<file path="src/fcrc_pkg.sv">
// ============================================================================
// fcrc_pkg: shared types, constants and functions of the flap cell row
// compositor.
// ============================================================================
package fcrc_pkg;

  localparam int unsigned MASK_BITS_DEF = 16;

  localparam int unsigned ROW_W   = 6;
  localparam int unsigned IDX_W   = 4;
  localparam int unsigned BITS_W  = 16;
  localparam int unsigned XOFF_W  = 6;
  localparam int unsigned CH_W    = 8;
  localparam int unsigned CW_W    = 8;
  localparam int unsigned CHT_W   = 7;
  localparam int unsigned FW_W    = 5;
  localparam int unsigned FH_W    = 6;
  localparam int unsigned CFG_IDX_W  = 2;
  localparam int unsigned CFG_DATA_W = 8;

  localparam logic [CW_W-1:0]  CELL_WIDTH_RST  = 8'd12;
  localparam logic [CHT_W-1:0] CELL_HEIGHT_RST = 7'd16;
  localparam logic [FW_W-1:0]  FONT_WIDTH_RST  = 5'd8;
  localparam logic [FH_W-1:0]  FONT_HEIGHT_RST = 6'd12;

  localparam int unsigned WARM_R = 255;
  localparam int unsigned WARM_G = 244;
  localparam int unsigned WARM_B = 224;
  localparam int unsigned FADE   = 150;
  localparam logic [7:0] CREASE_R = 8'(WARM_R * FADE / 255);
  localparam logic [7:0] CREASE_G = 8'(WARM_G * FADE / 255);
  localparam logic [7:0] CREASE_B = 8'(WARM_B * FADE / 255);

  localparam logic [XOFF_W-1:0] XOFF_MAX = {XOFF_W{1'b1}};

  typedef enum logic [CFG_IDX_W-1:0] {
    CFG_CELL_WIDTH  = 2'd0,
    CFG_CELL_HEIGHT = 2'd1,
    CFG_FONT_WIDTH  = 2'd2,
    CFG_FONT_HEIGHT = 2'd3
  } cfg_idx_t;

  typedef struct packed {
    logic [7:0] red;
    logic [7:0] green;
    logic [7:0] blue;
  } rgb_t;

  // One face of the flap as it arrives with the row.
  typedef struct packed {
    logic signed [IDX_W-1:0] colour;
    logic signed [IDX_W-1:0] tint;
    logic                    has_glyph;
    logic [BITS_W-1:0]       row_bits;
  } face_t;

  localparam rgb_t WARM_WHITE = '{red: 8'(WARM_R), green: 8'(WARM_G), blue: 8'(WARM_B)};
  localparam rgb_t CREASE_INK = '{red: CREASE_R, green: CREASE_G, blue: CREASE_B};

  // Palette lookup; indices six and seven fall on the last entry, white.
  function automatic rgb_t palette(input logic [2:0] idx);
    rgb_t p;
    case (idx)
      3'd0:    p = '{red: 8'd255, green: 8'd0,   blue: 8'd0};
      3'd1:    p = '{red: 8'd255, green: 8'd96,  blue: 8'd0};
      3'd2:    p = '{red: 8'd255, green: 8'd200, blue: 8'd0};
      3'd3:    p = '{red: 8'd0,   green: 8'd210, blue: 8'd60};
      3'd4:    p = '{red: 8'd0,   green: 8'd90,  blue: 8'd255};
      3'd5:    p = '{red: 8'd180, green: 8'd0,   blue: 8'd220};
      default: p = '{red: 8'd255, green: 8'd255, blue: 8'd255};
    endcase
    return p;
  endfunction

  // Ones in the n leftmost columns, n clipped to mb columns.
  function automatic logic [BITS_W-1:0] left_ones(input logic [FW_W-1:0] n,
                                                  input int unsigned mb);
    logic [FW_W-1:0] nc;
    nc = n;
    if (nc > FW_W'(mb)) nc = FW_W'(mb);
    return ~({BITS_W{1'b1}} >> nc);
  endfunction

endpackage

</file>
<file path="src/fcrc_face.sv">
// ============================================================================
// fcrc_face: mask and ink of one flap face
// Swatch, glyph or blank face for a row, given the row's band test.
// ============================================================================
module fcrc_face
  import fcrc_pkg::*;
(
  input  face_t             face,
  input  logic              in_band,
  input  logic [BITS_W-1:0] box_mask,
  input  logic [BITS_W-1:0] clip_mask,
  output logic [BITS_W-1:0] mask,
  output rgb_t              ink
);

  always_comb begin
    if (!in_band) begin
      mask = '0;
    end else if (!face.colour[IDX_W-1]) begin
      mask = box_mask;
    end else if (!face.has_glyph) begin
      mask = '0;
    end else begin
      mask = face.row_bits & clip_mask;
    end
  end

  // Swatch colour first, then glyph tint, else warm white.
  always_comb begin
    if (!face.colour[IDX_W-1]) begin
      ink = palette(face.colour[2:0]);
    end else if (!face.tint[IDX_W-1]) begin
      ink = palette(face.tint[2:0]);
    end else begin
      ink = WARM_WHITE;
    end
  end

endmodule

</file>
<file path="src/flap_cell_row_compositor_unit.sv">
// ============================================================================
// flap_cell_row_compositor_unit: one pixel row of a split-flap cell
// Lit-column mask, horizontal offset and ink for one row of a cell.
// ============================================================================
// An accepted item moves from the input register to the result register.
// Throughput: one item per cycle; an input register and a result register
// carry the items, so a row enters every cycle while out_ready holds high.
// Reset (rst_n low, synchronous): both stage valid bits clear, and the geometry
// registers return to cell 12x16 and font 8x12.
module flap_cell_row_compositor_unit
  import fcrc_pkg::*;
#(
  parameter int unsigned MASK_BITS = MASK_BITS_DEF
) (
  input  logic                    clk,
  input  logic                    rst_n,
  // configuration write port
  input  logic                    cfg_valid,
  output logic                    cfg_ready,
  input  logic [CFG_IDX_W-1:0]    cfg_index,
  input  logic [CFG_DATA_W-1:0]   cfg_data,
  // row item in
  input  logic                    in_valid,
  output logic                    in_ready,
  input  logic [ROW_W-1:0]        in_local_row,
  input  logic                    in_mid_flip,
  input  logic signed [IDX_W-1:0] in_cur_colour,
  input  logic signed [IDX_W-1:0] in_cur_tint,
  input  logic                    in_cur_has_glyph,
  input  logic [BITS_W-1:0]       in_cur_row_bits,
  input  logic signed [IDX_W-1:0] in_next_colour,
  input  logic signed [IDX_W-1:0] in_next_tint,
  input  logic                    in_next_has_glyph,
  input  logic [BITS_W-1:0]       in_next_row_bits,
  // result item out
  output logic                    out_valid,
  input  logic                    out_ready,
  output logic [XOFF_W-1:0]       out_x_offset,
  output logic [BITS_W-1:0]       out_row_mask,
  output logic [7:0]              out_red,
  output logic [7:0]              out_green,
  output logic [7:0]              out_blue
);

  // --------------------------------------------------------------------------
  // Geometry registers; writes are always taken.
  // --------------------------------------------------------------------------
  logic [CW_W-1:0]  cell_width_r;
  logic [CHT_W-1:0] cell_height_r;
  logic [FW_W-1:0]  font_width_r;
  logic [FH_W-1:0]  font_height_r;

  assign cfg_ready = 1'b1;

  always_ff @(posedge clk) begin
    if (!rst_n) begin
      cell_width_r  <= CELL_WIDTH_RST;
      cell_height_r <= CELL_HEIGHT_RST;
      font_width_r  <= FONT_WIDTH_RST;
      font_height_r <= FONT_HEIGHT_RST;
    end else if (cfg_valid && cfg_ready) begin
      case (cfg_idx_t'(cfg_index))
        CFG_CELL_WIDTH:  cell_width_r  <= cfg_data[CW_W-1:0];
        CFG_CELL_HEIGHT: cell_height_r <= cfg_data[CHT_W-1:0];
        CFG_FONT_WIDTH:  font_width_r  <= cfg_data[FW_W-1:0];
        CFG_FONT_HEIGHT: font_height_r <= cfg_data[FH_W-1:0];
        default: ;
      endcase
    end
  end

  // --------------------------------------------------------------------------
  // Handshake: the result register loads when empty or being drained; the
  // input register advances when empty or whenever the result register loads.
  // --------------------------------------------------------------------------
  logic s1_valid_r;
  logic out_valid_r;
  logic out_load;

  assign out_load  = !out_valid_r || out_ready;
  assign in_ready  = !s1_valid_r || out_load;
  assign out_valid = out_valid_r;

  always_ff @(posedge clk) begin
    if (!rst_n) begin
      s1_valid_r  <= 1'b0;
      out_valid_r <= 1'b0;
    end else begin
      if (in_ready) s1_valid_r <= in_valid;
      if (out_load) out_valid_r <= s1_valid_r;
    end
  end

  // Input register: payload only, no reset.
  logic [ROW_W-1:0] row_r;
  logic             flip_r;
  face_t            cur_r;
  face_t            nxt_r;

  always_ff @(posedge clk) begin
    if (in_valid && in_ready) begin
      row_r  <= in_local_row;
      flip_r <= in_mid_flip;
      cur_r  <= '{colour: in_cur_colour, tint: in_cur_tint,
                  has_glyph: in_cur_has_glyph, row_bits: in_cur_row_bits};
      nxt_r  <= '{colour: in_next_colour, tint: in_next_tint,
                  has_glyph: in_next_has_glyph, row_bits: in_next_row_bits};
    end
  end

  // --------------------------------------------------------------------------
  // Cell geometry from the registers.
  // --------------------------------------------------------------------------
  logic [CW_W-1:0]       pad_x_full;
  logic [XOFF_W-1:0]     pad_x;
  logic [FH_W-1:0]       pad_y;
  logic [CHT_W-1:0]      band_end;
  logic [CHT_W-1:0]      seam_raw;
  logic [CHT_W-1:0]      seam_lo;
  logic signed [CH_W:0]  seam_lim;
  logic signed [CH_W:0]  seam;
  logic [FW_W-1:0]       clip_w;
  logic [BITS_W-1:0]     box_mask;
  logic [BITS_W-1:0]     clip_mask;

  always_comb begin
    // Half the size difference, zero when the font is the larger.
    pad_x_full = (cell_width_r > CW_W'(font_width_r))
               ? ((cell_width_r - CW_W'(font_width_r)) >> 1) : '0;
    pad_x      = (pad_x_full > CW_W'(XOFF_MAX)) ? XOFF_MAX : pad_x_full[XOFF_W-1:0];
    pad_y      = (cell_height_r > CHT_W'(font_height_r))
               ? FH_W'((cell_height_r - CHT_W'(font_height_r)) >> 1) : '0;
    band_end   = CHT_W'(pad_y) + CHT_W'(font_height_r);
    // Fold row: raise to one, then lower to cell height minus two, which may
    // go negative on tiny cells and then matches no row.
    seam_raw   = CHT_W'(pad_y) + CHT_W'(font_height_r[FH_W-1:1]);
    seam_lo    = (seam_raw == '0) ? CHT_W'(1) : seam_raw;
    seam_lim   = $signed({2'b00, cell_height_r}) - 9'sd2;
    seam       = ($signed({2'b00, seam_lo}) > seam_lim) ? seam_lim
               : $signed({2'b00, seam_lo});
    clip_w     = (CW_W'(font_width_r) < cell_width_r) ? font_width_r
               : cell_width_r[FW_W-1:0];
    box_mask   = left_ones(font_width_r, MASK_BITS);
    clip_mask  = left_ones(clip_w, MASK_BITS);
  end

  // --------------------------------------------------------------------------
  // Row classification and face selection.
  // --------------------------------------------------------------------------
  logic                 in_cell;
  logic                 in_band;
  logic signed [CH_W:0] row_s;
  logic [BITS_W-1:0]    cur_mask;
  logic [BITS_W-1:0]    nxt_mask;
  rgb_t                 cur_ink;
  rgb_t                 nxt_ink;

  assign row_s   = $signed({3'b000, row_r});
  assign in_cell = CHT_W'(row_r) < cell_height_r;
  assign in_band = (row_r >= pad_y) && (CHT_W'(row_r) < band_end);

  fcrc_face u_cur_face (
    .face      (cur_r),
    .in_band   (in_band),
    .box_mask  (box_mask),
    .clip_mask (clip_mask),
    .mask      (cur_mask),
    .ink       (cur_ink)
  );

  fcrc_face u_nxt_face (
    .face      (nxt_r),
    .in_band   (in_band),
    .box_mask  (box_mask),
    .clip_mask (clip_mask),
    .mask      (nxt_mask),
    .ink       (nxt_ink)
  );

  logic [BITS_W-1:0] mask_nxt;
  rgb_t              ink_sel;
  rgb_t              ink_nxt;

  always_comb begin
    mask_nxt = '0;
    ink_sel  = cur_ink;
    if (in_cell) begin
      if (!flip_r || row_s > seam) begin
        mask_nxt = cur_mask;
        ink_sel  = cur_ink;
      end else if (row_s < seam) begin
        // above the fold: the incoming face
        mask_nxt = nxt_mask;
        ink_sel  = nxt_ink;
      end else begin
        // the fold row: a faded crease across the glyph box
        mask_nxt = box_mask;
        ink_sel  = CREASE_INK;
      end
    end
    // Drop the ink when nothing is lit.
    ink_nxt = (mask_nxt == '0) ? '0 : ink_sel;
  end

  // Result register: payload only, no reset.
  logic [XOFF_W-1:0] x_offset_r;
  logic [BITS_W-1:0] row_mask_r;
  rgb_t              ink_r;

  always_ff @(posedge clk) begin
    if (out_load && s1_valid_r) begin
      x_offset_r <= pad_x;
      row_mask_r <= mask_nxt;
      ink_r      <= ink_nxt;
    end
  end

  assign out_x_offset = x_offset_r;
  assign out_row_mask = row_mask_r;
  assign out_red      = ink_r.red;
  assign out_green    = ink_r.green;
  assign out_blue     = ink_r.blue;

endmodule

</file>
<file path="config.mk">
export PLATFORM = sky130hd
export DESIGN_NAME = flap_cell_row_compositor_unit
export DESIGN_NICKNAME = d
export VERILOG_FILES = /design/src/fcrc_pkg.sv /design/src/fcrc_face.sv /design/src/flap_cell_row_compositor_unit.sv
export SDC_FILE = /design/constraint.sdc
export NUM_CORES = 1
export LEC_CHECK = 0
export ABC_AREA = 0
export BUFFER_PORTS_ARGS = -buffer_cell sky130_fd_sc_hd__buf_2
export CAP_MARGIN = 20
export CORE_MARGIN = 2
export CORE_UTILIZATION = 53
export CTS_BUF_LIST = sky130_fd_sc_hd__clkbuf_8 sky130_fd_sc_hd__clkbuf_16
export CTS_CLUSTER_SIZE = 16
export DETAILED_ROUTE_END_ITERATION = 12
export HOLD_SLACK_MARGIN = 0.03
export PLACE_DENSITY = 0.9
export SLEW_MARGIN = 25
export SYNTH_ARGS = -nofsm -noshare
export SYNTH_HDL_FRONTEND = slang
export SYNTH_SLANG_ARGS = --single-unit
</file>
<file path="constraint.sdc">
create_clock -name clk -period 7.8 [get_ports clk]
set_input_delay 0.78 -clock clk [delete_from_list [all_inputs] [get_ports clk]]
set_output_delay 0.78 -clock clk [all_outputs]
set_load 0.05 [all_outputs]
</file>
==> impl_metrics.toml, run 1 <==
[cts]
ctsHoldBuffers = 0
htree_levels = 4
clock_sinks = 123
root_buffer = "clkbuf_16"
clkSlewWorstSetupHoldPaths_ps = 60
clock_latency_ps = 430
clock_path_buffers = 2
cts_buffers = 17
cts_tree = "built"

[run_status]
status = "finished, final reports clean"

[yosys]
synth_cell_types = 78
ys_warn_count = 0
synth_nets = 978
synth.top_cell.area_share_pct = 34.6
yosys-top-cells-area = "edfxtp_1, ha_1, dfxtp_1, a21oi_1, mux2i_1"
synthArstFlopShare_pct = 0
synth_cells = 850
yosysTopAreaCell = "edfxtp_1"
synthFlopType = "edfxtp_1"
synth.avg_cell_area_sq_um = 9.69
ys_seq_area_share_pct = 41.4
syn_area_sq_um = 8240
synth_seq_cells = 123
synth-edff-count = 95

[flow_run]
drv_cap = 0

[critical_path]
path_max_fanout = 10
crit_path_end_kind = "register"
reg2reg_from = "cell_height_r[3]"
cp_common_cell = "ha_1"
crit_slowest_cell = "or4b_2"
rrSetupSlack_ps = 260
r2r_cells = 33
arrival_ps = 7810
rr_endpoint = "out_green[1]"
worstSetupStartpointType = "register"
cp-startpoint = "cell_height_r[3]"
required_ps = 8070
crit_type = "register to register"
slowest_delay_ps = 740

[finish]
final_common_cell = "buf_2"
drive_gt1_share_pct = 23.2
final_cell_count_no_fill = 1159
fin_area_sq_um = 9760
utilization_pct = 64.2
areaGrowthSynthToFinish_pct = 18.4
layout_common_cells = "buf_2, edfxtp_1, nor2_1"
fillCellCount = 1191
final_net_count = 1086
n_antenna_cell = 0

[power_and_ir_drop]
seq_power_share_pct = 31.9
p_sw_share_pct = 35.0
p_switching_mw = 0.896
p_per_area_nw_per_um2 = 263
max-vdd-ir-drop_mv = 0.187
p_leak_nw = 3.96
pwr-share-comb_pct = 34.0
clock_power_share_pct = 34.1
internal_power_mw = 1.67

[sta]
finalSetupTns_ps = 0
max-slew-margin-rel_pct = 37.5
finalHoldViolCount = 0
setup_ws_ps = 258
layout_worst_path_cycle_share_pct = 96.7
slew_violations = 0
fmax_ghz = 0.133
period_minus_slack_ps = 7540
setup_viol = 0
worstMarginPinSlew_ps = 934
finClkSkew_ps = 10.7

[placed_design]
dp_hpwl_um = 16700
dpl-instance-area_sq_um = 8970
io_buffers = 119
dp_worst_setup_slack_ps = 86.6
gp_congestion = 0.993
dp_cells = 1123

[global_route]
grt_max_degree = 58
antenna_found_initial = 0
grt_pass1_wl_um = 36500
grt_pass1_vias = 7035
grt-ovfl-total = 0
grt_use_total_pct = 28.4

[routing]
ant_nets = 0
vias = 7572
drc = 0
dr.pass1.iters = 7
wl_um = 23600
wl_per_cell_um = 20.4
drt_iter0_markers = 1093
vias_per_cell = 6.53

[floorplan]
die_height_um = 129
die-area_sq_um = 16600
die_w_um = 129
io_pins = 121
core_sq_um = 15200
core.rowCount = 45
start_util_pct = 54.2

[worst_hold_path]
min_path_type = "register to register"
worstHoldStart = "font_height_r[3]"
holdPathEnd = "font_height_r[3]"
hold_path_depth = 2
==> power by group through the flow <==
stage | Sequential (mW) | Clock (mW) | Combinational (mW)
floorplan | 0.898 | 0 | 0.525
global placement | 0.828 | 0 | 0.773
detailed placement | 0.829 | 0 | 0.788
CTS | 0.816 | 0.877 | 0.799
global route | 0.822 | 0.905 | 0.936
finish | 0.818 | 0.874 | 0.871
==> state kept, by name, indices dropped and copies added (netlist names), 4 cells and up <==
name	flops
cell_height_r	7
cell_width_r	8
font_height_r	6
nxt_r	25
out_blue	4
out_green	8
out_red	4
font_width_r	5
row_r	6
cur_r	25
out_row_mask	16
out_x_offset	6
==> layout make-up <==
| class | count | area, sq um | area share [%] |
|---|---|---|---|
| clock buffers | 17 | 425 | 4.36 |
| multi-input cells | 633 | 4490 | 46.0 |
| flip-flops and latches | 123 | 3420 | 35.0 |
| repair buffers | 142 | 818 | 8.38 |
| well taps | 188 | 235 | 2.41 |
| clock inverters | 15 | 223 | 2.28 |
| inverters | 41 | 154 | 1.58 |
==> kinds of logic (layout without fill, tap and decap cells) <==
kind of cell / Yosys count / after routing / synth area share [%]
adder cells (fa/ha/maj): 56 / 56 / 8.87
AO/OA/AOI/OAI: 280 / 280 / 23.6
AND/OR/NAND/NOR: 246 / 246 / 15.2
XOR/XNOR: 22 / 22 / 2.34
buffers and inverters: 94 / 215 / 5.15
multiplexers: 28 / 28 / 3.40
other: 1 / 1 / 0.0455
flip-flops: 123 / 123 / 41.4
==> what timing repair did <==
action | CTS | global route
resized for setup | 1 | 24
buffers inserted | 0 | 2
cloned | 0 | 1
setup endpoints to repair | 16 | 16
pin swaps | 1 | 5
==> per-stage QoR <==
| step | power [mW] | hold slack (ps) |
|---|---|---|
| floorplan | 1.42 | 477 |
| global placement | 1.60 | 507 |
| detailed placement | 1.62 | 513 |
| CTS | 2.49 | 514 |
| global route | 2.66 | 515 |
| finish | 2.56 | 516 |
==> worst max path at each step <==
| stage | to | slack [ps] |
|---|---|---|
| floorplan | out_red[4] | 260 |
| global placement | out_green[1] | 210 |
| detailed placement | out_green[1] | 90 |
| CTS | out_green[1] | 0.8 |
| global route | out_green[1] | -80 |
| finish | out_green[1] | 260 |
==> cells in the mapped netlist (17+ instances only) <==
cell      instances
a31oi_1          17
nand2_1          56
dfxtp_1          28
nor2_1           61
a21oi_1          58
edfxtp_1         95
o21ai_0          53
xnor2_1          17
mux2i_1          28
inv_1            41
ha_1             52
o22ai_1          19
nor2b_1          33
nor3_1           23
clkbuf_1         32
==> metal layers <==
metal	GRT usage (%)	vias up	routed length, um
li1	-	3436	-
met1	38.1	3471	9670
met2	43.6	562	10400
met3	6.78	103	2410
met4	13.7	0	1080
met5	0	-	0
==> worst max-delay path: cells and delay by family (launching register included) <==
| family | cells | cell delay (ps) |
|---|---|---|
| buffers and inverters | 4 | 500 |
| DFF | 1 | 390 |
| xor gates and xnor gates | 1 | 200 |
| and+or+nand+nor | 11 | 2430 |
| adders and majority gates | 4 | 1190 |
| AOI/OAI and AO/OA | 13 | 2670 |
No activity file was read; power rests on OpenSTA's default activity.
==> inputs of run 2 (changes only) <==
CTS_BUF_LIST = default   (was sky130_fd_sc_hd__clkbuf_8 sky130_fd_sc_hd__clkbuf_16)
HOLD_SLACK_MARGIN = default   (was 0.03)
REMOVE_ABC_BUFFERS = 1   (was default)
==> run 2 against run 1 <==
Total power fell by 5.5%. Routed wire length did not move. Clock-buffer cell count rose by 2. Register-to-register slack barely moved. Largest power group is now combinational cells.
==> impl_metrics.toml, run 2 (same netlist as run 1, synthesis figures left out) <==
[global_route]
antenna_found_initial = 0
grt_pass1_vias = 6955
grt_use_total_pct = 28.8
grt_max_degree = 58
grt_pass1_wl_um = 36600
grt-ovfl-total = 0

[floorplan]
core.rowCount = 45
start_util_pct = 54.2
io_pins = 121
die_height_um = 129
core_sq_um = 15200
die_w_um = 129
die-area_sq_um = 16600

[routing]
dr.pass1.iters = 6
wl_um = 23600
drt_iter0_markers = 936
ant_nets = 0
vias = 7480
wl_per_cell_um = 20.3
vias_per_cell = 6.45
drc = 0

[placed_design]
gp_congestion = 0.983
io_buffers = 119
dp_hpwl_um = 17000
dp_cells = 1123

[sta]
slew_violations = 0
finClkSkew_ps = 8.37
worstMarginPinSlew_ps = 947
finalHoldViolCount = 0
layout_worst_path_cycle_share_pct = 96.8
setup_viol = 0
max-slew-margin-rel_pct = 36.6
fmax_ghz = 0.133
period_minus_slack_ps = 7550

[critical_path]
rrSetupSlack_ps = 250
r2r_cells = 36
reg2reg_from = "cell_height_r[0]"
crit_slowest_cell = "or4_4"
arrival_ps = 7720
cp_common_cell = "ha_1"
rr_endpoint = "out_green[5]"
crit_type = "register to register"
crit_path_end_kind = "register"
required_ps = 7970
path_max_fanout = 10
worstSetupStartpointType = "register"
slowest_delay_ps = 520

[finish]
utilization_pct = 63.8
areaGrowthSynthToFinish_pct = 17.7
layout_common_cells = "buf_2, edfxtp_1, nor2_1"
n_antenna_cell = 0
drive_gt1_share_pct = 23.4
final_cell_count_no_fill = 1160
fillCellCount = 1227
seq_area_sq_um = 3420
final_net_count = 1087
final_common_cell = "buf_2"
multi_input_area_sq_um = 4520

[cts]
cts_buffers = 17
cts_tree = "built"
clock_path_buffers = 2
clock_sinks = 123
clkSlewWorstSetupHoldPaths_ps = 60
clock_latency_ps = 430
root_buffer = "clkbuf_16"
htree_levels = 4

[worst_hold_path]
worstHoldStart = "font_height_r[3]"
hold_path_depth = 2
holdPathEnd = "font_height_r[3]"
min_path_type = "register to register"

[power_and_ir_drop]
p_leak_nw = 3.91
p_per_area_nw_per_um2 = 250
max-vdd-ir-drop_mv = 0.161

[flow_run]
drv_cap = 0

[run_status]
status = "finished, final reports clean"
[run 2: cell count changes in the layout (fill, tap and decap cells not counted), sizes merged]
cell / before / now
buf: 141 / 142
bufinv: 5 / 0
clkbuf: 18 / 20
clkinv: 5 / 7
clkinvlp: 1 / 5
inv: 45 / 42
[run 2: what timing repair did]
| item | CTS | global route |
|---|---|---|
| hold buffers | 0 | 0 |
| gates resized for setup | 4 | 24 |
| cloned | 0 | 1 |
| endpoints found under the setup margin | 16 | 16 |
| pin swaps | 0 | 8 |
| endpoints found under the hold margin | 0 | 0 |
| buffers inserted | 0 | 3 |
[run 2: worst max-delay path by stage]
stage                           startpoint           end  slack (ps)  cells after the start
after detailed placement  font_height_r[3]  out_green[1]         -50                     33
final                     cell_height_r[0]  out_green[5]         250                     36
after CTS                 font_height_r[3]  out_green[1]          50                     34
after global placement    font_height_r[3]  out_green[1]         130                     33
after floorplan           font_height_r[1]  out_green[1]        -510                     32
after global routing      cell_height_r[0]  out_green[0]         -50                     36
[run 2: final cells by class]
type | instances | area share [%]
tap | 188 | 2.42
timing repair buffer | 143 | 8.51
multi-input combinational | 633 | 46.6
inverter | 41 | 1.59
clock buffer | 19 | 4.68
sequential | 123 | 35.3
clock inverter | 13 | 0.980
[run 2: worst max-delay path: cells and delay by family (launching register included)]
family / cells / cell delay, ps
AOI/OAI and AO/OA: 15 / 2700
and+or+nand+nor: 9 / 1990
adders and majority gates: 4 / 1160
buffers and inverters: 7 / 940
DFF: 1 / 360
xor gates and xnor gates: 1 / 150
[run 2: per-stage QoR]
stage          setup TNS (ps)  hold slack (ps)  power (mW)  instance area, sq um  worst slack, ps
2_1_floorplan           -6160              477        1.38                  7970             -510
3_3_place_gp                0              508        1.61                  8970              130
3_5_place_dp             -257              525        1.63                  8970            -52.6
4_1_cts                     0              515        2.35                  9530             51.1
5_1_grt                  -303              512        2.53                  9700            -51.2
6_report                    0              517        2.42                  9700              253
[run 2: routing by layer]
metal	share of wire, %	track usage, %	vias to the layer above	routed length, um
met3	9.1	6.78	73	2140
met5	0	0	-	0
met1	41	38.1	3543	9670
li1	-	-	3441	-
met4	3.1	13.0	0	726
met2	47	45.3	423	11100
[run 2: power by group]
| part | internal (mW) | switching, mW |
|---|---|---|
| combinational | 0.330 | 0.548 |
| clock | 0.424 | 0.299 |
| sequential | 0.778 | 0.0424 |
